File: src/sv/sem_pkg.sv
// Shared constants, types and command structs of the Sobel edge magnitude block.
`default_nettype none
package sem_pkg;

   // Frame limits and the fixed field widths.
   localparam int MAX_WIDTH  = 2048;
   localparam int MAX_HEIGHT = 4096;
   localparam int COL_W      = $clog2(MAX_WIDTH);
   localparam int ROW_W      = $clog2(MAX_HEIGHT);
   localparam int PIX_W      = 8;
   localparam int MAG_W      = 8;

   // Configuration registers.
   localparam int WREG_W       = 12;
   localparam int HREG_W       = 13;
   localparam int WIDTH_RESET  = 640;
   localparam int HEIGHT_RESET = 480;
   localparam int MIN_SIZE     = 3;
   localparam int CSR_DATA_W   = 32;
   localparam int CSR_ADDR_W   = 3;
   localparam logic REG_IMAGE_WIDTH  = 1'b0;
   localparam logic REG_IMAGE_HEIGHT = 1'b1;

   // Widths of the clamped sizes: wide enough for the register and the limit.
   localparam int WEFF_W = (WREG_W > COL_W + 1) ? WREG_W : COL_W + 1;
   localparam int HEFF_W = (HREG_W > ROW_W + 1) ? HREG_W : ROW_W + 1;

   // Gradient and root arithmetic.
   localparam int GRAD_W     = 11;
   localparam int SQ_W       = 20;
   localparam int SUM_W      = 21;
   localparam int ROOT_OPND_W = 16;
   localparam int ROOT_ACC_W  = 17;
   localparam int ROOT_STEPS  = ROOT_OPND_W / 2;
   localparam int ITER_W      = $clog2(ROOT_STEPS);

   typedef struct packed {
      logic [WREG_W-1:0] image_width;
      logic [HREG_W-1:0] image_height;
   } cfg_type;

   typedef struct packed {
      logic accept;
      logic write_line;
      logic grad;
      logic square;
      logic sum_init;
      logic root_step;
      logic load_out;
   } cmd_type;

   typedef struct packed {
      logic interior;
   } stat_type;

endpackage
`default_nettype wire

File: src/sv/sem_ctrl.sv
// Controller: sequences one pixel through line store, gradient, square and root steps.
`default_nettype none
module sem_ctrl (
   input  wire logic              clock,
   input  wire logic              reset,
   input  wire logic              req_valid,
   output logic                   req_ready,
   output logic                   rsp_valid,
   input  wire logic              rsp_ready,
   input  wire sem_pkg::stat_type stat,
   output sem_pkg::cmd_type       cmd
);

   typedef enum logic [2:0] {
      S_IDLE,
      S_WRITE,
      S_GRAD,
      S_SQUARE,
      S_SUM,
      S_ROOT,
      S_EMIT
   } state_type;

   state_type                  state_ff, state_in;
   logic [sem_pkg::ITER_W-1:0] iter_ff, iter_in;
   logic                       out_valid_ff, out_valid_in;
   logic                       accept;
   logic                       out_free;
   logic                       root_last;

   assign req_ready = (state_ff == S_IDLE);
   assign accept    = req_valid && req_ready;
   assign out_free  = !out_valid_ff || rsp_ready;
   assign root_last = (iter_ff == sem_pkg::ITER_W'(sem_pkg::ROOT_STEPS - 1));
   assign rsp_valid = out_valid_ff;

   always_comb begin
      cmd            = '0;
      cmd.accept     = accept;
      cmd.write_line = (state_ff == S_WRITE);
      cmd.grad       = (state_ff == S_GRAD);
      cmd.square     = (state_ff == S_SQUARE);
      cmd.sum_init   = (state_ff == S_SUM);
      cmd.root_step  = (state_ff == S_ROOT);
      cmd.load_out   = (state_ff == S_EMIT) && out_free;
   end

   always_comb begin
      state_in     = state_ff;
      iter_in      = iter_ff;
      out_valid_in = out_valid_ff && !rsp_ready;
      unique case (state_ff)
         S_IDLE: begin
            if (accept) state_in = S_WRITE;
         end
         S_WRITE: begin
            // Border pixels only update the stores and window.
            state_in = stat.interior ? S_GRAD : S_IDLE;
         end
         S_GRAD:   state_in = S_SQUARE;
         S_SQUARE: state_in = S_SUM;
         S_SUM: begin
            iter_in  = '0;
            state_in = S_ROOT;
         end
         S_ROOT: begin
            iter_in = iter_ff + 1'b1;
            if (root_last) state_in = S_EMIT;
         end
         S_EMIT: begin
            // Hold until the output register is free.
            if (out_free) begin
               out_valid_in = 1'b1;
               state_in     = S_IDLE;
            end
         end
         default: state_in = S_IDLE;
      endcase
   end

   always_ff @(posedge clock) begin
      if (reset) begin
         state_ff     <= S_IDLE;
         iter_ff      <= '0;
         out_valid_ff <= 1'b0;
      end else begin
         state_ff     <= state_in;
         iter_ff      <= iter_in;
         out_valid_ff <= out_valid_in;
      end
   end

   a_accept_to_write: assert property (@(posedge clock) disable iff (reset)
      accept |=> state_ff == S_WRITE)
      else $error("accepted item did not move to line store write");

   a_root_length: assert property (@(posedge clock) disable iff (reset)
      (state_ff == S_ROOT && root_last) |=> state_ff == S_EMIT)
      else $error("root did not finish after its last step");

   a_valid_from_emit: assert property (@(posedge clock) disable iff (reset)
      $rose(out_valid_ff) |-> $past(state_ff) == S_EMIT)
      else $error("result raised outside the emit step");

   a_border_no_result: assert property (@(posedge clock) disable iff (reset)
      (state_ff == S_WRITE && !stat.interior) |=> state_ff == S_IDLE)
      else $error("border pixel went on to the gradient steps");

endmodule
`default_nettype wire

File: config.mk
export PLATFORM = sky130hd
export DESIGN_NAME = sem_ctrl
export DESIGN_NICKNAME = d
export VERILOG_FILES = /design/src/sv/sem_pkg.sv /design/src/sv/sem_ctrl.sv
export SDC_FILE = /design/constraint.sdc
export NUM_CORES = 1
export LEC_CHECK = 0
export BUFFER_PORTS_ARGS = -buffer_cell sky130_fd_sc_hd__buf_2
export CELL_PAD_IN_SITES_DETAIL_PLACEMENT = 1
export CELL_PAD_IN_SITES_GLOBAL_PLACEMENT = 1
export CORE_AREA = 4 4 41 43
export DETAILED_ROUTE_END_ITERATION = 10
export DIE_AREA = 0 0 45 47
export MAX_ROUTING_LAYER = met4
export PLACE_DENSITY = 0.74
export SYNTH_ARGS = -nofsm -noshare
export SYNTH_HDL_FRONTEND = slang
export SYNTH_SLANG_ARGS = --single-unit
File: constraint.sdc
create_clock -name clock -period 3.8 [get_ports clock]
set_clock_uncertainty 0.05 [all_clocks]
set_input_delay 0.38 -clock clock [delete_from_list [all_inputs] [get_ports clock]]
set_output_delay 0.38 -clock clock [all_outputs]
set_load 0.01 [all_outputs]
==> impl_metrics.env, run 1 <==
export IMPL_power_total_mw=0.169
export IMPL_crit_required_ps=3370
export IMPL_grtUsageTotal_pct=11.0
export IMPL_fin_crit_ps=1730
export IMPL_clock_latency_ps=250
export IMPL_finalCritPeriodShare_pct=45.6
export IMPL_worst_setup_path_type="register to output pin"
export IMPL_cp_arrival_ps=1300
export IMPL_final_nets=71
export IMPL_p_per_area_mw_per_mm2=344
export IMPL_grt_pass1_wl_um=1570
export IMPL_yosysUniqueCellTypes=22
export IMPL_crit_path_cell_trace="and2b_1, and2_1, buf_2"
export IMPL_max_cap_violations=0
export IMPL_cts_resized=0
export IMPL_firstDrtPassIters=4
export IMPL_final_util_pct=37.6
export IMPL_port_buffers=13
export IMPL_initial_core_util_pct=31.3
export IMPL_finalWeightedCongestion=0.672
export IMPL_cts_sinks=7
export IMPL_cts_hold_buf=0
export IMPL_clockRootBuffer="clkbuf_4"
export IMPL_viasPerCell=4.79
export IMPL_synth_warnings=0
export IMPL_clkTransAtPathRegs_ps=60
export IMPL_num_io_pins=14
export IMPL_design_area_um2=489
export IMPL_vdd_drop_max_mv=0.139
export IMPL_mappedNetlistArea_um2=407
export IMPL_drive_gt1_share_pct=27.0
export IMPL_syn_avg_cell_area_um2=7.97
export IMPL_area_growth_syn_to_layout_pct=20.3
export IMPL_clkPwrFrac_pct=41.1
export IMPL_p_int_mw=0.125
export IMPL_vias=374
export IMPL_ff2ff_setup_slack_ps=2530
export IMPL_relSlewSlack_pct=69.6
export IMPL_grt_ovfl_total=0
export IMPL_tightestPinTransition_ps=456
export IMPL_grt_max_degree=17
export IMPL_power_net_switching_mw=0.0434
export IMPL_core_mm2=0.00130
export IMPL_p_comb_share_pct=11.3
export IMPL_hp_class="input pin to register"
export IMPL_stdcell_count=78
export IMPL_fmax_mhz=577
export IMPL_fin_hold_ws_ps=351
export IMPL_swShare_pct=25.7
export IMPL_die_h_um=47
export IMPL_slowest_delay_ps=500
export IMPL_cp_slowest_cell="dfxtp_1"
export IMPL_p_leak_nw=0.233
export IMPL_crit_end="cmd[1]"
export IMPL_drcViolationCount=0
export IMPL_hold_viol=0
export IMPL_ys_ff_latch=7
export IMPL_rsz0062_at_grt="no"
export IMPL_r2r_start="state_ff[1]"
export IMPL_die_area_mm2=0.00212
export IMPL_dpl_cell_area_um2=463
export IMPL_dp_hpwl_um=645
export IMPL_setup_violations=0
export IMPL_die_w_um=45
export IMPL_wl_per_cell_um=11.2
export IMPL_detail_route_wirelength_um=877
export IMPL_maxSlewViolCount=0
export IMPL_rr_endpoint="state_ff[0]"
export IMPL_numCtsBuffers=3
export IMPL_fp_row_count=13
export IMPL_cts_tree="done"
export IMPL_fin_ws_ps=2070
export IMPL_synthesis_nets=58
export IMPL_post_cts_setup_buffers=0
export IMPL_cp_max_fo=11
export IMPL_antenna_found_initial=0
export IMPL_h_tree_depth=1
export IMPL_grt_pass1_vias=377
export IMPL_setup_tns_final_ps=0
export IMPL_crit_start="state_ff[1]"
export IMPL_r2r_cells=3
export IMPL_synth_seq_area_share_pct=34.5
export IMPL_postSynthCellCount=51
export IMPL_cts_max_path_buffers=2
export IMPL_fillers=170
export IMPL_drt_iter0_drc=8
export IMPL_ant_nets=0
export IMPL_dp_cells=74
export IMPL_end_kind="output pin"
export IMPL_diodes=0
export IMPL_worst_setup_path_start_kind="register"
export IMPL_status="finished clean"
export IMPL_p_seq_share_pct=47.6
export IMPL_post_place_ws_ps=2330
## layout by cell type, fill, tap and decap left out
cell type	instances
buf_2	13
dfxtp_1	7
nor2_1	6
nand2_1	5
a21oi_1	5
nand2b_1	4
clkbuf_4	3
and2_1	2
nor3_1	2
nand3_1	2
nand3b_1	2
ha_1	2
nor3b_1	1
and2b_1	1
or3_1	1
a221oi_2	1
nor2b_1	1
nor4b_1	1
o21ai_0	1
a22o_1	1
o211a_1	1
clkbuf_1	1
## cell usage after synthesis
master	count	area, µm²
dfxtp_1	7	140
o211a_1	1	10.0
and2b_1	1	7.51
clkbuf_2	1	5.00
nor2_1	6	22.5
and2_1	2	12.5
a221oi_2	1	15.0
buf_2	3	15.0
nand3b_1	2	15.0
a22o_1	1	8.76
o21ai_0	1	5.00
nor3b_1	1	7.51
buf_4	1	7.51
nor3_1	2	10.0
a21oi_1	5	25.0
nor4b_1	1	8.76
nand2_1	5	18.8
nand3_1	2	10.0
nand2b_1	4	25.0
nor2b_1	1	6.26
ha_1	2	25.0
or3_1	1	6.26
## worst max-delay path: cells and delay by family (launching register included)
family | cells | cell delay [ps]
buf+inv | 1 | 130
flops | 1 | 500
simple gates | 2 | 420
## state kept, by name, indices dropped and copies added, names as in the netlist
signal / flops
iter_ff: 3
rsp_valid: 1
state_ff: 3
## power by group through the flow
| stage | Clock [mW] | Sequential [mW] | Combinational (mW) |
|---|---|---|---|
| 2_1_floorplan | 0 | 0.0779 | 0.0177 |
| 3_3_place_gp | 0 | 0.0816 | 0.0193 |
| 3_5_place_dp | 0 | 0.0819 | 0.0195 |
| 4_1_cts | 0.0725 | 0.0804 | 0.0195 |
| 5_1_grt | 0.0779 | 0.0812 | 0.0213 |
| 6_report | 0.0692 | 0.0803 | 0.0190 |
## per-layer routing
layer	GRT usage (%)	vias up	routed length, µm
li1	-	196	-
met1	12.2	167	404
met2	16.1	9	422
met3	3.45	2	32
met4	8.77	0	17
met5	-	-	0
## worst min-delay path by stage
stage	start	cells after the start	slack [ps]	endpoint
6_report	reset	2	350	state_ff[0]
5_1_grt	reset	2	340	state_ff[0]
4_1_cts	reset	2	340	state_ff[0]
3_5_place_dp	iter_ff[2]	2	410	iter_ff[2]
3_3_place_gp	iter_ff[2]	2	400	iter_ff[2]
2_1_floorplan	iter_ff[1]	2	390	iter_ff[1]
## logic make-up after synthesis
kind of cell    synth area share (%)
flops                           34.5
fa+ha+maj                       6.15
buf+inv                         6.77
simple gates                    36.9
compound gates                  15.7
## area by class of cell
| type | count | area (µm²) | share of cell area, % |
|---|---|---|---|
| Tap cell | 15 | 18.8 | 3.84 |
| Multi-Input combinational cell | 39 | 239 | 48.8 |
| Timing Repair Buffer | 13 | 65.1 | 13.3 |
| Clock buffer | 4 | 26.3 | 5.37 |
| Sequential cell | 7 | 140 | 28.6 |
Note: power is estimated with default switching activity, not from simulation.
==> inputs of run 2 (changes only) <==
clock period = 1.63 ns   (was 3.8 ns; I/O delays follow)
==> run 2 against run 1 <==
  * Sequential power rose by 130%
  * Total power grew 140%
  * Critical endpoint unchanged
  * Register-to-register slack got worse by 2200 ps
  * Die area is the same
  * Sequential cell count unchanged
  * Global-route usage barely moved
  * Final area up 0.26%
  * Highest routed layer unchanged
  * Core utilization increased by 0.096 points
==> impl_metrics.env, run 2 (synthesis results as in run 1) <==
export IMPL_status="finished clean"
export IMPL_relSlewSlack_pct=69.0
export IMPL_final_common_cell="buf_2"
export IMPL_core_mm2=0.00130
export IMPL_p_leak_nw=0.233
export IMPL_drcViolationCount=0
export IMPL_area_growth_syn_to_layout_pct=20.6
export IMPL_max_cap_violations=0
export IMPL_p_seq_share_pct=46.9
export IMPL_tightestPinTransition_ps=464
export IMPL_finalWeightedCongestion=0.746
export IMPL_cts_sinks=7
export IMPL_p_int_mw=0.292
export IMPL_fp_row_count=13
export IMPL_die_w_um=45
export IMPL_drt_iter0_drc=7
export IMPL_worst_setup_path_start_kind="register"
export IMPL_setup_tns_final_ps=0
export IMPL_grt_ovfl_total=0
export IMPL_cp_slowest_cell="dfxtp_1"
export IMPL_power_net_switching_mw=0.108
export IMPL_hp_class="input pin to register"
export IMPL_drive_gt1_share_pct=28.6
export IMPL_num_io_pins=14
export IMPL_firstDrtPassIters=4
export IMPL_grt_max_degree=17
export IMPL_initial_core_util_pct=31.3
export IMPL_post_cts_setup_buffers=0
export IMPL_vias=381
export IMPL_crit_path_cell_trace="and2b_1, and2_1, buf_2"
export IMPL_slowest_delay_ps=530
export IMPL_diodes=0
export IMPL_port_buffers=13
export IMPL_p_per_area_mw_per_mm2=815
export IMPL_cts_resized=0
export IMPL_wl_per_cell_um=11.5
export IMPL_rsz0062_at_grt="no"
export IMPL_fmax_mhz=666
export IMPL_clockRootBuffer="clkbuf_4"
export IMPL_crit_required_ps=1420
export IMPL_end_kind="output pin"
export IMPL_grtUsageTotal_pct=11.0
export IMPL_worst_setup_path_type="register to output pin"
export IMPL_clock_latency_ps=260
export IMPL_clkTransAtPathRegs_ps=60
export IMPL_setup_violations=0
export IMPL_hold_depth=2
export IMPL_antenna_found_initial=0
export IMPL_finalCritPeriodShare_pct=92.1
export IMPL_h_tree_depth=1
export IMPL_hold_viol=0
export IMPL_final_util_pct=37.7
export IMPL_cts_hold_buf=0
export IMPL_final_nets=71
export IMPL_clkPwrFrac_pct=41.9
export IMPL_dp_hpwl_um=651
export IMPL_viasPerCell=4.88
export IMPL_maxSlewViolCount=0
export IMPL_p_comb_share_pct=11.2
export IMPL_fin_crit_ps=1500
export IMPL_cp_arrival_ps=1290
export IMPL_r2r_cells=5
export IMPL_detail_route_wirelength_um=895
export IMPL_die_area_mm2=0.00212
export IMPL_swShare_pct=26.9
export IMPL_die_h_um=47
export IMPL_cts_tree="done"
export IMPL_grt_pass1_wl_um=1560
export IMPL_ant_nets=0
export IMPL_numCtsBuffers=3
export IMPL_grt_pass1_vias=359
export IMPL_cp_max_fo=13
export IMPL_final_cell_mix="buf_2, nor2_1, dfxtp_1"
export IMPL_vdd_drop_max_mv=0.269
export IMPL_cts_max_path_buffers=2
[run 2: cell counts in the layout (fill, tap and decap cells not counted)]
Identical to the previous run, type by type.
[run 2: path summary, 6_finish.rpt]
kind / slack (ps) / from / to
worst min-delay path: 130 / reset / state_ff[0]
worst max-delay path: 130 / state_ff[2] / cmd[1]
worst min register to register: 410 / iter_ff[1] / iter_ff[1]
worst max register to register: 370 / iter_ff[0] / state_ff[1]
[run 2: final cells by class]
class                           count  area (µm²)
Fill cell                         180         811
Multi-Input combinational cell     39         239
Sequential cell                     7         141
Timing Repair Buffer               13        65.1
Clock buffer                        4        26.3
Tap cell                           15        18.8
[run 2: power by group through the flow]
stage                     logic, mW  registers, mW  clock network [mW]
after floorplan              0.0413          0.182                   0
after global placement       0.0450          0.191                   0
after detailed placement     0.0454          0.191                   0
after CTS                    0.0456          0.187               0.177
after global routing         0.0508          0.189               0.186
final                        0.0447          0.187               0.168
[run 2: critical path, delay by kind of cell (launching register included)]
kind	cells	cell delay (ps)
DFF	1	530
and+or+nand+nor	2	380
buffers and inverters	1	120
[run 2: stage by stage]
| step | power, mW | hold slack, ps | setup WS, ps | cell area, µm² | instances |
|---|---|---|---|---|---|
| after floorplan | 0.223 | 341 | 323 | 407 | 51 |
| after global placement | 0.236 | 396 | 329 | 463 | 74 |
| after detailed placement | 0.236 | 404 | 350 | 463 | 74 |
| after CTS | 0.409 | 117 | 77.9 | 489 | 78 |
| after global routing | 0.426 | 135 | 1.39 | 490 | 78 |
| final | 0.400 | 128 | 129 | 490 | 78 |
[run 2: layer usage]
layer | GRT usage, % | up-vias | routed length, µm
met4 | 7.02 | 0 | 15
met2 | 13.6 | 10 | 403
met1 | 14.2 | 172 | 432
met3 | 4.60 | 2 | 43
li1 | - | 197 | -
met5 | - | - | 0
