--- src/sv/sem_pkg.sv ---
// Shared constants, types and command structs of the Sobel edge magnitude block.
`default_nettype none
package sem_pkg;

   // Frame limits and the fixed field widths.
   localparam int MAX_WIDTH  = 2048;
   localparam int MAX_HEIGHT = 4096;
   localparam int COL_W      = $clog2(MAX_WIDTH);
   localparam int ROW_W      = $clog2(MAX_HEIGHT);
   localparam int PIX_W      = 8;
   localparam int MAG_W      = 8;

   // Configuration registers.
   localparam int WREG_W       = 12;
   localparam int HREG_W       = 13;
   localparam int WIDTH_RESET  = 640;
   localparam int HEIGHT_RESET = 480;
   localparam int MIN_SIZE     = 3;
   localparam int CSR_DATA_W   = 32;
   localparam int CSR_ADDR_W   = 3;
   localparam logic REG_IMAGE_WIDTH  = 1'b0;
   localparam logic REG_IMAGE_HEIGHT = 1'b1;

   // Widths of the clamped sizes: wide enough for the register and the limit.
   localparam int WEFF_W = (WREG_W > COL_W + 1) ? WREG_W : COL_W + 1;
   localparam int HEFF_W = (HREG_W > ROW_W + 1) ? HREG_W : ROW_W + 1;

   // Gradient and root arithmetic.
   localparam int GRAD_W     = 11;
   localparam int SQ_W       = 20;
   localparam int SUM_W      = 21;
   localparam int ROOT_OPND_W = 16;
   localparam int ROOT_ACC_W  = 17;
   localparam int ROOT_STEPS  = ROOT_OPND_W / 2;
   localparam int ITER_W      = $clog2(ROOT_STEPS);

   typedef struct packed {
      logic [WREG_W-1:0] image_width;
      logic [HREG_W-1:0] image_height;
   } cfg_type;

   typedef struct packed {
      logic accept;
      logic write_line;
      logic grad;
      logic square;
      logic sum_init;
      logic root_step;
      logic load_out;
   } cmd_type;

   typedef struct packed {
      logic interior;
   } stat_type;

endpackage
`default_nettype wire

--- src/sv/sem_csr.sv ---
// APB-style register file holding the frame width and height.
`default_nettype none
module sem_csr (
   input  wire logic                           clock,
   input  wire logic                           reset,
   input  wire logic                           csr_psel,
   input  wire logic                           csr_penable,
   input  wire logic                           csr_pwrite,
   input  wire logic [sem_pkg::CSR_ADDR_W-1:0] csr_paddr,
   input  wire logic [sem_pkg::CSR_DATA_W-1:0] csr_pwdata,
   output logic      [sem_pkg::CSR_DATA_W-1:0] csr_prdata,
   output logic                                csr_pready,
   output sem_pkg::cfg_type                    cfg
);

   logic [sem_pkg::WREG_W-1:0] width_ff;
   logic [sem_pkg::HREG_W-1:0] height_ff;
   logic                       wr_en;
   logic                       reg_sel;

   assign csr_pready = 1'b1;
   assign wr_en      = csr_psel && csr_penable && csr_pwrite;
   // Word address picks the register.
   assign reg_sel    = csr_paddr[2];

   always_ff @(posedge clock) begin
      if (reset) begin
         width_ff  <= sem_pkg::WREG_W'(sem_pkg::WIDTH_RESET);
         height_ff <= sem_pkg::HREG_W'(sem_pkg::HEIGHT_RESET);
      end else if (wr_en) begin
         if (reg_sel == sem_pkg::REG_IMAGE_WIDTH) begin
            width_ff <= csr_pwdata[sem_pkg::WREG_W-1:0];
         end else begin
            height_ff <= csr_pwdata[sem_pkg::HREG_W-1:0];
         end
      end
   end

   always_comb begin
      unique case (reg_sel)
         sem_pkg::REG_IMAGE_WIDTH:  csr_prdata = sem_pkg::CSR_DATA_W'(width_ff);
         sem_pkg::REG_IMAGE_HEIGHT: csr_prdata = sem_pkg::CSR_DATA_W'(height_ff);
         default:                   csr_prdata = '0;
      endcase
   end

   assign cfg.image_width  = width_ff;
   assign cfg.image_height = height_ff;

endmodule
`default_nettype wire

--- config.mk ---
export PLATFORM = sky130hd
export DESIGN_NAME = sem_csr
export DESIGN_NICKNAME = d
export VERILOG_FILES = /design/src/sv/sem_pkg.sv /design/src/sv/sem_csr.sv
export SDC_FILE = /design/constraint.sdc
export NUM_CORES = 1
export LEC_CHECK = 0
export ABC_CLOCK_PERIOD_IN_PS = 3000
export BUFFER_PORTS_ARGS = -buffer_cell sky130_fd_sc_hd__buf_4
export CORE_ASPECT_RATIO = 0.9
export CORE_UTILIZATION = 44
export CTS_CLUSTER_SIZE = 24
export DETAILED_ROUTE_END_ITERATION = 12
export PLACE_DENSITY = 0.85
export SKIP_LAST_GASP = 1
export SYNTH_ARGS = -nofsm -noshare
export SYNTH_HDL_FRONTEND = slang
export SYNTH_SLANG_ARGS = --single-unit
export TNS_END_PERCENT = 5
--- constraint.sdc ---
create_clock -name clock -period 3 [get_ports clock]
set_clock_uncertainty 0.2 [all_clocks]
set_input_delay 0.6 -clock clock [delete_from_list [all_inputs] [get_ports clock]]
set_output_delay 0.6 -clock clock [all_outputs]
set_load 0.02 [all_outputs]
==> results.sh, run 1 <==
export IMPL_status="complete, no violations"
export IMPL_routed_wl_mm=2.687
export IMPL_worst_pin_slew_ps=563.7
export IMPL_p_leak_nw=0.8198
export IMPL_wl_met2_mm=1.312
export IMPL_fmax_mhz=466.9
export IMPL_hp_start="height_ff[12]$_SDFFE_PP0P_"
export IMPL_antenna_cells=0
export IMPL_grt_max_degree=43
export IMPL_grt_pass1_vias=962
export IMPL_post_cts_setup_buffer_count=0
export IMPL_drt_iter0_markers=26
export IMPL_clk_latency_ps=300
export IMPL_cts_resized=0
export IMPL_path_clk_slew_ps=140
export IMPL_dieWidth_um=60.79
export IMPL_hold_buffers=0
export IMPL_wl_met1_mm=1.169
export IMPL_overflow=0
export IMPL_drive_above_1_share_pct=38.10
export IMPL_r2r_worst_path_cells=2
export IMPL_fin_util_pct=61.11
export IMPL_grt_pass1_wl_mm=4.222
export IMPL_ys_ff_latch=25
export IMPL_cap_viol_max_count=0
export IMPL_setup_tns_ps=0
export IMPL_r2r_setup_slack_ps=2130
export IMPL_power_total_uw=620.0
export IMPL_postLayoutSetupSlackWorst_ps=858.3
export IMPL_dp_cells=225
export IMPL_r2r_start="width_ff[6]$_SDFFE_PP0P_"
export IMPL_synth_area_um2=1369
export IMPL_dieArea_um2=3338
export IMPL_peakVddDrop_mv=0.1787
export IMPL_min_path_type="flip-flop to flip-flop"
export IMPL_routedWlPerCell_um=11.73
export IMPL_hold_depth=2
export IMPL_drc=0
export IMPL_min_period_over_period_pct=71.39
export IMPL_critical_path_class="input pin to primary output"
export IMPL_relSlewSlack_pct=62.39
export IMPL_clockBufferDepth=2
export IMPL_startpoint_type="input pin"
export IMPL_fin_area_um2=1734
export IMPL_grt_usage_pct=17.26
export IMPL_arrival_ps=1340
export IMPL_required_ps=2200
export IMPL_synthCells=139
export IMPL_slew_violations=0
export IMPL_initial_core_util_pct=48.24
export IMPL_hpwl_mm=2.049
export IMPL_rr_endpoint="width_ff[6]$_SDFFE_PP0P_"
export IMPL_ys_seq_area_share_pct=36.56
export IMPL_io_buffer_count=56
export IMPL_layout_cells_non_filler=229
export IMPL_min_to="height_ff[12]$_SDFFE_PP0P_"
export IMPL_ioPinCount=98
export IMPL_die_h_um=54.92
export IMPL_highest_layer="met4"
export IMPL_cts_tree="built"
export IMPL_dpl_instance_area_um2=1707
export IMPL_finalHoldViolCount=0
export IMPL_critPathMaxFanout=17
export IMPL_core_area_um2=2838
export IMPL_p_per_area_nw_per_um2=357.5
export IMPL_holdWs_ps=300.0
export IMPL_first_pass_iters=4
export IMPL_root_buffer="clkbuf_4"
export IMPL_rows=18
export IMPL_synthDistinctLibCells=15
export IMPL_ant_nets=0
export IMPL_ys_warnings_count=0
export IMPL_cts_buffers=3
export IMPL_cts_sinks=25
export IMPL_end_kind="primary output"
export IMPL_antenna_found_initial=0
export IMPL_final_nets=230
export IMPL_syn_avg_cell_area_um2=9.848
export IMPL_vias=1046
export IMPL_htreeDepth=1
export IMPL_pre_cts_ws_ps=852.0
export IMPL_area_growth_pct=26.69
export IMPL_rsz0062_at_grt="false"
export IMPL_period_minus_slack_ps=2142
export IMPL_vias_per_cell=4.568
export IMPL_finalSetupViolations=0
export IMPL_wl_met3_um=198
export IMPL_gp_congestion=0.6789
## layer usage
metal,vias to the layer above,track usage [%]
met5,-,0
met2,52,31.14
met4,0,3.409
li1,517,-
met3,2,3.953
met1,475,21.23
## worst max path at each step
stage | from | end | slack, ps | depth (start not counted)
after floorplan | csr_paddr[2] | csr_prdata[11] | 910 | 3
after global placement | csr_paddr[2] | csr_prdata[11] | 860 | 3
after detailed placement | csr_paddr[2] | csr_prdata[11] | 850 | 3
after CTS | csr_paddr[2] | csr_prdata[11] | 850 | 3
after global routing | csr_paddr[2] | csr_prdata[7] | 830 | 3
final | csr_paddr[2] | csr_prdata[11] | 860 | 3
## worst max-delay path, stage by stage
cell and delay [ps]:
buf_4 210, mux2_2 370, buf_4 160
## flip-flops by register name, indices dropped and copies added (netlist names)
register / cells
height_ff: 13
width_ff: 12
## final cells by class
cell class              instances  area, µm²
fillers                       246       1104
clock inverters                 1      5.005
repair buffers                 56      420.4
clock buffers                   3      22.52
well taps                      40      50.05
flip-flops and latches         25      500.5
multi-input cells             104      735.7
## cell usage after synthesis
cell type / count / area, µm²
and2_1: 1 / 6.260
and4_1: 1 / 8.760
and4b_1: 1 / 10.01
buf_2: 1 / 5.000
buf_4: 21 / 157.7
buf_6: 2 / 22.52
clkbuf_1: 4 / 15.01
conb_1: 2 / 7.510
dfxtp_1: 25 / 500.5
mux2_2: 12 / 135.1
mux2i_1: 25 / 250.2
nand2b_1: 31 / 193.9
nand4_1: 1 / 6.260
nand4b_1: 1 / 8.760
nor2_1: 11 / 41.29
## cell usage in the layout, fill, tap and decap left out
cell type  Yosys  layout
and2_1         1       1
and4_1         1       1
and4b_1        1       1
buf_4         21      56
clkbuf_4       0       3
clkinv_2       0       1
conb_1         2      20
dfxtp_1       25      25
mux2_2        12      12
mux2i_1       25      25
nand2b_1      31      31
nand4_1        1       1
nand4b_1       1       1
nor2_1        11      11
## cell families after synthesis
| logic type | count (synthesis) | share of synthesized area (%) |
|---|---|---|
| and+or+nand+nor | 47 | 20.11 |
| muxes | 37 | 28.15 |
| buffers and inverters | 28 | 14.62 |
| DFF | 25 | 36.56 |
| other | 2 | 0.5487 |
## report_power, final
part / switching, mW / internal (mW)
Clock: 0.0982 / 0.0497
Combinational: 0.0720 / 0.0549
Sequential: 0.00583 / 0.339
Total: 0.176 / 0.444
(Power assumes the default switching activity.)
==> run 2, diff against run 1 <==
Settings changed: ABC_AREA set to 1, ABC_CLOCK_PERIOD_IN_PS 3000 to 1960, CORE_UTILIZATION 44 to 37, PLACE_DENSITY 0.85 to 0.75.
Clock period 3 ns to 1.96 ns, I/O delays scaled along.
==> run 2 against run 1 <==
Final area up 2.3%. Critical path depth up 2. Sequential share of layout area down 0.65 points. First-iteration DRC count up 77%. Total power up 78%. Synthesized cell count up 53%. Via count up 26%. Hold slack worse by 160 ps. Critical path type unchanged. Critical endpoint is now csr_prdata[5]. Largest cell class unchanged.
==> results.sh, run 2 <==
export IMPL_netSwitchingPower_uw=343.0
export IMPL_cts_resized=0
export IMPL_synthArstFlopShare_pct=0
export IMPL_gp_congestion=0.6898
export IMPL_dieArea_um2=4055
export IMPL_htreeDepth=1
export IMPL_rsz0062_at_grt="false"
export IMPL_routed_wl_mm=3.076
export IMPL_cap_viol_max_count=0
export IMPL_intPower_uw=761.2
export IMPL_first_pass_iters=4
export IMPL_status="complete, no violations"
export IMPL_r2r_setup_slack_ps=1160
export IMPL_root_buffer="clkbuf_8"
export IMPL_area_growth_pct=26.04
export IMPL_drc=0
export IMPL_met2_usage_pct=29.14
export IMPL_synth_edf_count=0
export IMPL_grt_pass1_wl_mm=4.823
export IMPL_yosys_top_cells_count="nand2_1, nor2_1, dfxtp_1, nand3_1, buf_4"
export IMPL_p_leak_nw=0.9760
export IMPL_dpl_instance_area_um2=1725
export IMPL_min_to="width_ff[9]$_SDFFE_PP1P_"
export IMPL_final_common_cell="nand2_1"
export IMPL_r2r_start="width_ff[5]$_SDFFE_PP0P_"
export IMPL_synthDistinctLibCells=17
export IMPL_path_clk_slew_ps=90
export IMPL_vias_per_cell=4.321
export IMPL_period_minus_slack_ps=1707
export IMPL_grt_max_degree=26
export IMPL_final_cell_mix="nand2_1, buf_4, nor2_1"
export IMPL_switching_share_pct=31.06
export IMPL_fmax_mhz=585.9
export IMPL_synth_area_leaders="dfxtp_1, nand2_1, buf_4"
export IMPL_regMostFlops="height_ff"
export IMPL_hold_depth=3
export IMPL_critical_path_class="input pin to primary output"
export IMPL_finalHoldViolCount=0
export IMPL_antenna_found_initial=0
export IMPL_grt_usage_pct=15.61
export IMPL_peakVddDrop_mv=0.2328
export IMPL_fin_area_um2=1774
export IMPL_multiInputGateArea_um2=671.9
export IMPL_finalSetupViolations=0
export IMPL_ant_nets=0
export IMPL_clk_latency_ps=270
export IMPL_post_cts_setup_buffer_count=0
export IMPL_clock_power_share_pct=28.3
export IMPL_required_ps=1370
export IMPL_min_period_over_period_pct=87.08
export IMPL_routedWlPerCell_um=10.09
export IMPL_slowest_delay_ps=250
export IMPL_drive_above_1_share_pct=26.44
export IMPL_die_h_um=60.52
export IMPL_cts_tree="built"
export IMPL_hp_start="csr_pwdata[9]"
export IMPL_p_per_area_nw_per_um2=622.4
export IMPL_ys_warnings_count=0
export IMPL_ys_flop_type="dfxtp_1"
export IMPL_cts_buffers=3
export IMPL_antenna_cells=0
export IMPL_critPathMaxFanout=24
export IMPL_yosysTopAreaCellShare_pct=35.56
export IMPL_drt_iter0_markers=46
export IMPL_seq_power_share_pct=48.8
export IMPL_dieWidth_um=67.02
export IMPL_final_nets=302
export IMPL_reg_largest_list="height_ff x13, width_ff x12"
export IMPL_initial_core_util_pct=40.18
export IMPL_overflow=0
export IMPL_ys_seq_area_share_pct=35.56
export IMPL_comb_power_share_pct=22.9
export IMPL_largest_reg_flops=13
export IMPL_setup_tns_ps=0
export IMPL_syn_avg_cell_area_um2=6.640
export IMPL_core_area_um2=3503
export IMPL_grt_busiest_layer="met2"
export IMPL_crit_path_top_delay_cell="inv_4"
export IMPL_grt_pass1_vias=1100
export IMPL_rr_endpoint="width_ff[5]$_SDFFE_PP0P_"
export IMPL_seq_area_um2=500.5
export IMPL_end_kind="primary output"
export IMPL_ys_ff_latch=25
export IMPL_io_buffer_count=56
export IMPL_r2r_worst_path_cells=2
export IMPL_grt_use_met3_pct=2.820
export IMPL_hold_buffers=0
export IMPL_n_fill_cell=402
export IMPL_vias=1318
export IMPL_startpoint="csr_paddr[2]"
export IMPL_synth_most_common_cell="nand2_1"
export IMPL_grt_util_met1_pct=17.81
export IMPL_slew_violations=0
export IMPL_min_path_type="input pin to flip-flop"
export IMPL_clockBufferDepth=2
export IMPL_path_cells="buf_4 -> inv_4 -> nand2_1 -> nand2_1 -> buf_4"
export IMPL_cts_sinks=25
export IMPL_hpwl_mm=2.198
export IMPL_fin_util_pct=50.64
export IMPL_startpoint_type="input pin"
export IMPL_yosys_area_top_type="dfxtp_1"
export IMPL_rows=20
export IMPL_ioPinCount=98
export IMPL_synth_area_um2=1408
export IMPL_arrival_ps=1110
export IMPL_synthCells=212
[run 2: area by class of cell]
type / count / share of cell area [%]
clock inverters: 1 / 0.4231
repair buffers: 58 / 24.54
flip-flops and latches: 25 / 28.21
clock buffers: 3 / 2.327
well taps: 44 / 3.103
multi-input cells: 158 / 37.87
inverters: 16 / 3.526
[run 2: how the worst max path moves through the flow]
stage                          end  slack, ps  depth (start not counted)
finish               csr_prdata[5]        250                          5
global route         csr_prdata[5]        190                          5
CTS                  csr_prdata[5]        240                          5
detailed placement   csr_prdata[5]        240                          5
global placement     csr_prdata[5]        240                          5
floorplan           csr_prdata[11]        370                          5
[run 2: critical path: cells and delay by family]
| family | cells | cell delay (ps) |
|---|---|---|
| buffers and inverters | 3 | 550 |
| and+or+nand+nor | 2 | 170 |
[run 2: stage by stage]
stage | cells | hold slack (ps) | setup slack, ps | total power [mW]
global placement | 301 | 268.3 | 237.0 | 0.8019
finish | 305 | 140.8 | 253.2 | 1.104
CTS | 305 | 133.9 | 239.6 | 1.119
detailed placement | 301 | 267.9 | 240.1 | 0.8047
global route | 305 | 133.3 | 186.5 | 1.163
floorplan | 230 | 318.1 | 367.6 | 0.7471
[run 2: power groups by stage]
stage / sequential (mW) / combinational, mW / clock, mW
2_1_floorplan: 0.571 / 0.176 / 0
3_3_place_gp: 0.550 / 0.251 / 0
3_5_place_dp: 0.551 / 0.254 / 0
4_1_cts: 0.539 / 0.254 / 0.326
5_1_grt: 0.542 / 0.277 / 0.344
6_report: 0.539 / 0.252 / 0.313
[run 2: kinds of logic after synthesis]
family / share of synthesized area [%]
buffers and inverters: 21.51
other: 0.5335
and+or+nand+nor: 42.40
DFF: 35.56
[run 2: metal layers]
layer	vias up	share of wire (%)	wire length, µm
met1	576	46	1414
met2	44	47	1449
met3	2	6.5	199
met4	0	0.42	13
li1	696	-	-
met5	-	0	0
==> run 3, diff against run 2 <==
Settings changed: PLACE_DENSITY 0.75 to 0.76.
==> run 3 against run 2 <==
Maximum frequency decreased by 0.54%. Global-route usage decreased by 0.15 points. Worst setup slack got worse by 9.3 ps. Count of clock-buffer cells in the layout increased by 1. Combinational power about the same. Register-to-register slack improved by 20 ps. Sequential power about the same. Via count decreased by 2.5%. Critical path type unchanged. Critical endpoint is now csr_prdata[3]. Highest routed layer unchanged.
==> results.sh, run 3 (synthesized netlist as in run 2, its figures left out) <==
export IMPL_status="complete, no violations"
export IMPL_p_per_area_nw_per_um2=613.9
export IMPL_setup_tns_ps=0
export IMPL_cts_tree="built"
export IMPL_cts_buffers=3
export IMPL_ioPinCount=98
export IMPL_min_path_type="input pin to flip-flop"
export IMPL_drc=0
export IMPL_peakVddDrop_mv=0.3098
export IMPL_hold_buffers=0
export IMPL_rsz0062_at_grt="false"
export IMPL_power_total_mw=1.087
export IMPL_core_area_um2=3503
export IMPL_dieArea_um2=4055
export IMPL_clk_latency_ps=260
export IMPL_antenna_cells=0
export IMPL_htreeDepth=1
export IMPL_grt_usage_pct=15.47
export IMPL_overflow=0
export IMPL_slew_violations=0
export IMPL_routedWlPerCell_um=9.882
export IMPL_rows=20
export IMPL_gp_congestion=0.6700
export IMPL_root_buffer="clkbuf_8"
export IMPL_min_period_over_period_pct=87.56
export IMPL_largest_reg_flops=13
export IMPL_reg_largest_list="height_ff x13, width_ff x12"
export IMPL_drive_above_1_share_pct=26.05
export IMPL_area_growth_pct=25.78
export IMPL_crit_path_top_delay_cell="inv_4"
export IMPL_period_minus_slack_ps=1716
export IMPL_ant_nets=0
export IMPL_final_common_cell="nand2_1"
export IMPL_end_kind="primary output"
export IMPL_routed_wl_mm=3.014
export IMPL_die_h_um=60.52
export IMPL_regMostFlops="height_ff"
export IMPL_final_cell_mix="nand2_1, buf_4, nor2_1"
export IMPL_final_nets=302
export IMPL_path_clk_slew_ps=80
export IMPL_postLayoutSetupSlackWorst_ps=243.9
export IMPL_drt_iter0_markers=44
export IMPL_critPathMaxFanout=24
export IMPL_finalSetupViolations=0
export IMPL_critical_path_class="input pin to primary output"
export IMPL_grt_max_degree=26
export IMPL_fin_area_um2=1770
export IMPL_post_cts_setup_buffer_count=0
export IMPL_startpoint_type="input pin"
export IMPL_clockBufferDepth=2
export IMPL_cap_viol_max_count=0
export IMPL_dieWidth_um=67.02
export IMPL_vias_per_cell=4.213
export IMPL_finalHoldViolCount=0
export IMPL_first_pass_iters=4
export IMPL_antenna_found_initial=0
export IMPL_dpl_instance_area_um2=1725
export IMPL_fmax_mhz=582.7
export IMPL_cts_resized=0
export IMPL_slowest_delay_ps=250
export IMPL_initial_core_util_pct=40.18
export IMPL_cts_sinks=25
export IMPL_required_ps=1370
export IMPL_grt_pass1_vias=1036
export IMPL_io_buffer_count=56
export IMPL_grt_pass1_wl_mm=4.698
export IMPL_vias=1285
export IMPL_arrival_ps=1120
export IMPL_path_cells="buf_4 -> inv_4 -> nand2_1 -> nand2_1 -> buf_4"
export IMPL_pre_cts_ws_ps=237.5
export IMPL_hpwl_mm=2.192
export IMPL_p_leak_nw=0.9771
-- run 3: final cells by class --
class                      count  area [µm²]
clock buffer                   4       45.04
fill                         388        1733
inverter                      16       62.56
multi-input combinational    158       671.9
sequential                    25       500.5
tap                           44       55.05
timing repair buffer          58       435.4
-- run 3: power by group --
group	internal, mW	switching [mW]	leakage (nW)
Clock	0.145	0.152	0.0228
Sequential	0.526	0.0133	0.203
Combinational	0.0915	0.160	0.751
-- run 3: final timing paths --
check	startpoint	slack, ps	to	cells after the start
max	csr_paddr[2]	240	csr_prdata[3]	5
min	csr_pwdata[9]	150	width_ff[9]$_SDFFE_PP1P_	3
max reg2reg	height_ff[10]$_SDFFE_PP0P_	1180	height_ff[10]$_SDFFE_PP0P_	2
min reg2reg	width_ff[9]$_SDFFE_PP1P_	280	width_ff[9]$_SDFFE_PP1P_	2
-- run 3: critical path: cells and delay by family --
| kind | cells | cell delay (ps) |
|---|---|---|
| buf+inv | 3 | 570 |
| simple gates | 2 | 150 |
-- run 3: per-stage QoR --
| stage | utilization, % | std cells | hold slack (ps) |
|---|---|---|---|
| global placement | 49.25 | 301 | 269.3 |
| floorplan | - | 230 | 318.1 |
| finish | 50.54 | 305 | 145.5 |
| detailed placement | 49.25 | 301 | 275.7 |
| global route | 50.54 | 305 | 133.2 |
| CTS | 50.54 | 305 | 138.9 |
-- run 3: layer usage --
metal,vias to the layer above,GRT usage (%),wire (µm)
met2,43,27.86,1458
met3,4,4.887,203
met5,-,0,0
met4,0,3.647,27
li1,694,-,-
met1,544,17.85,1325
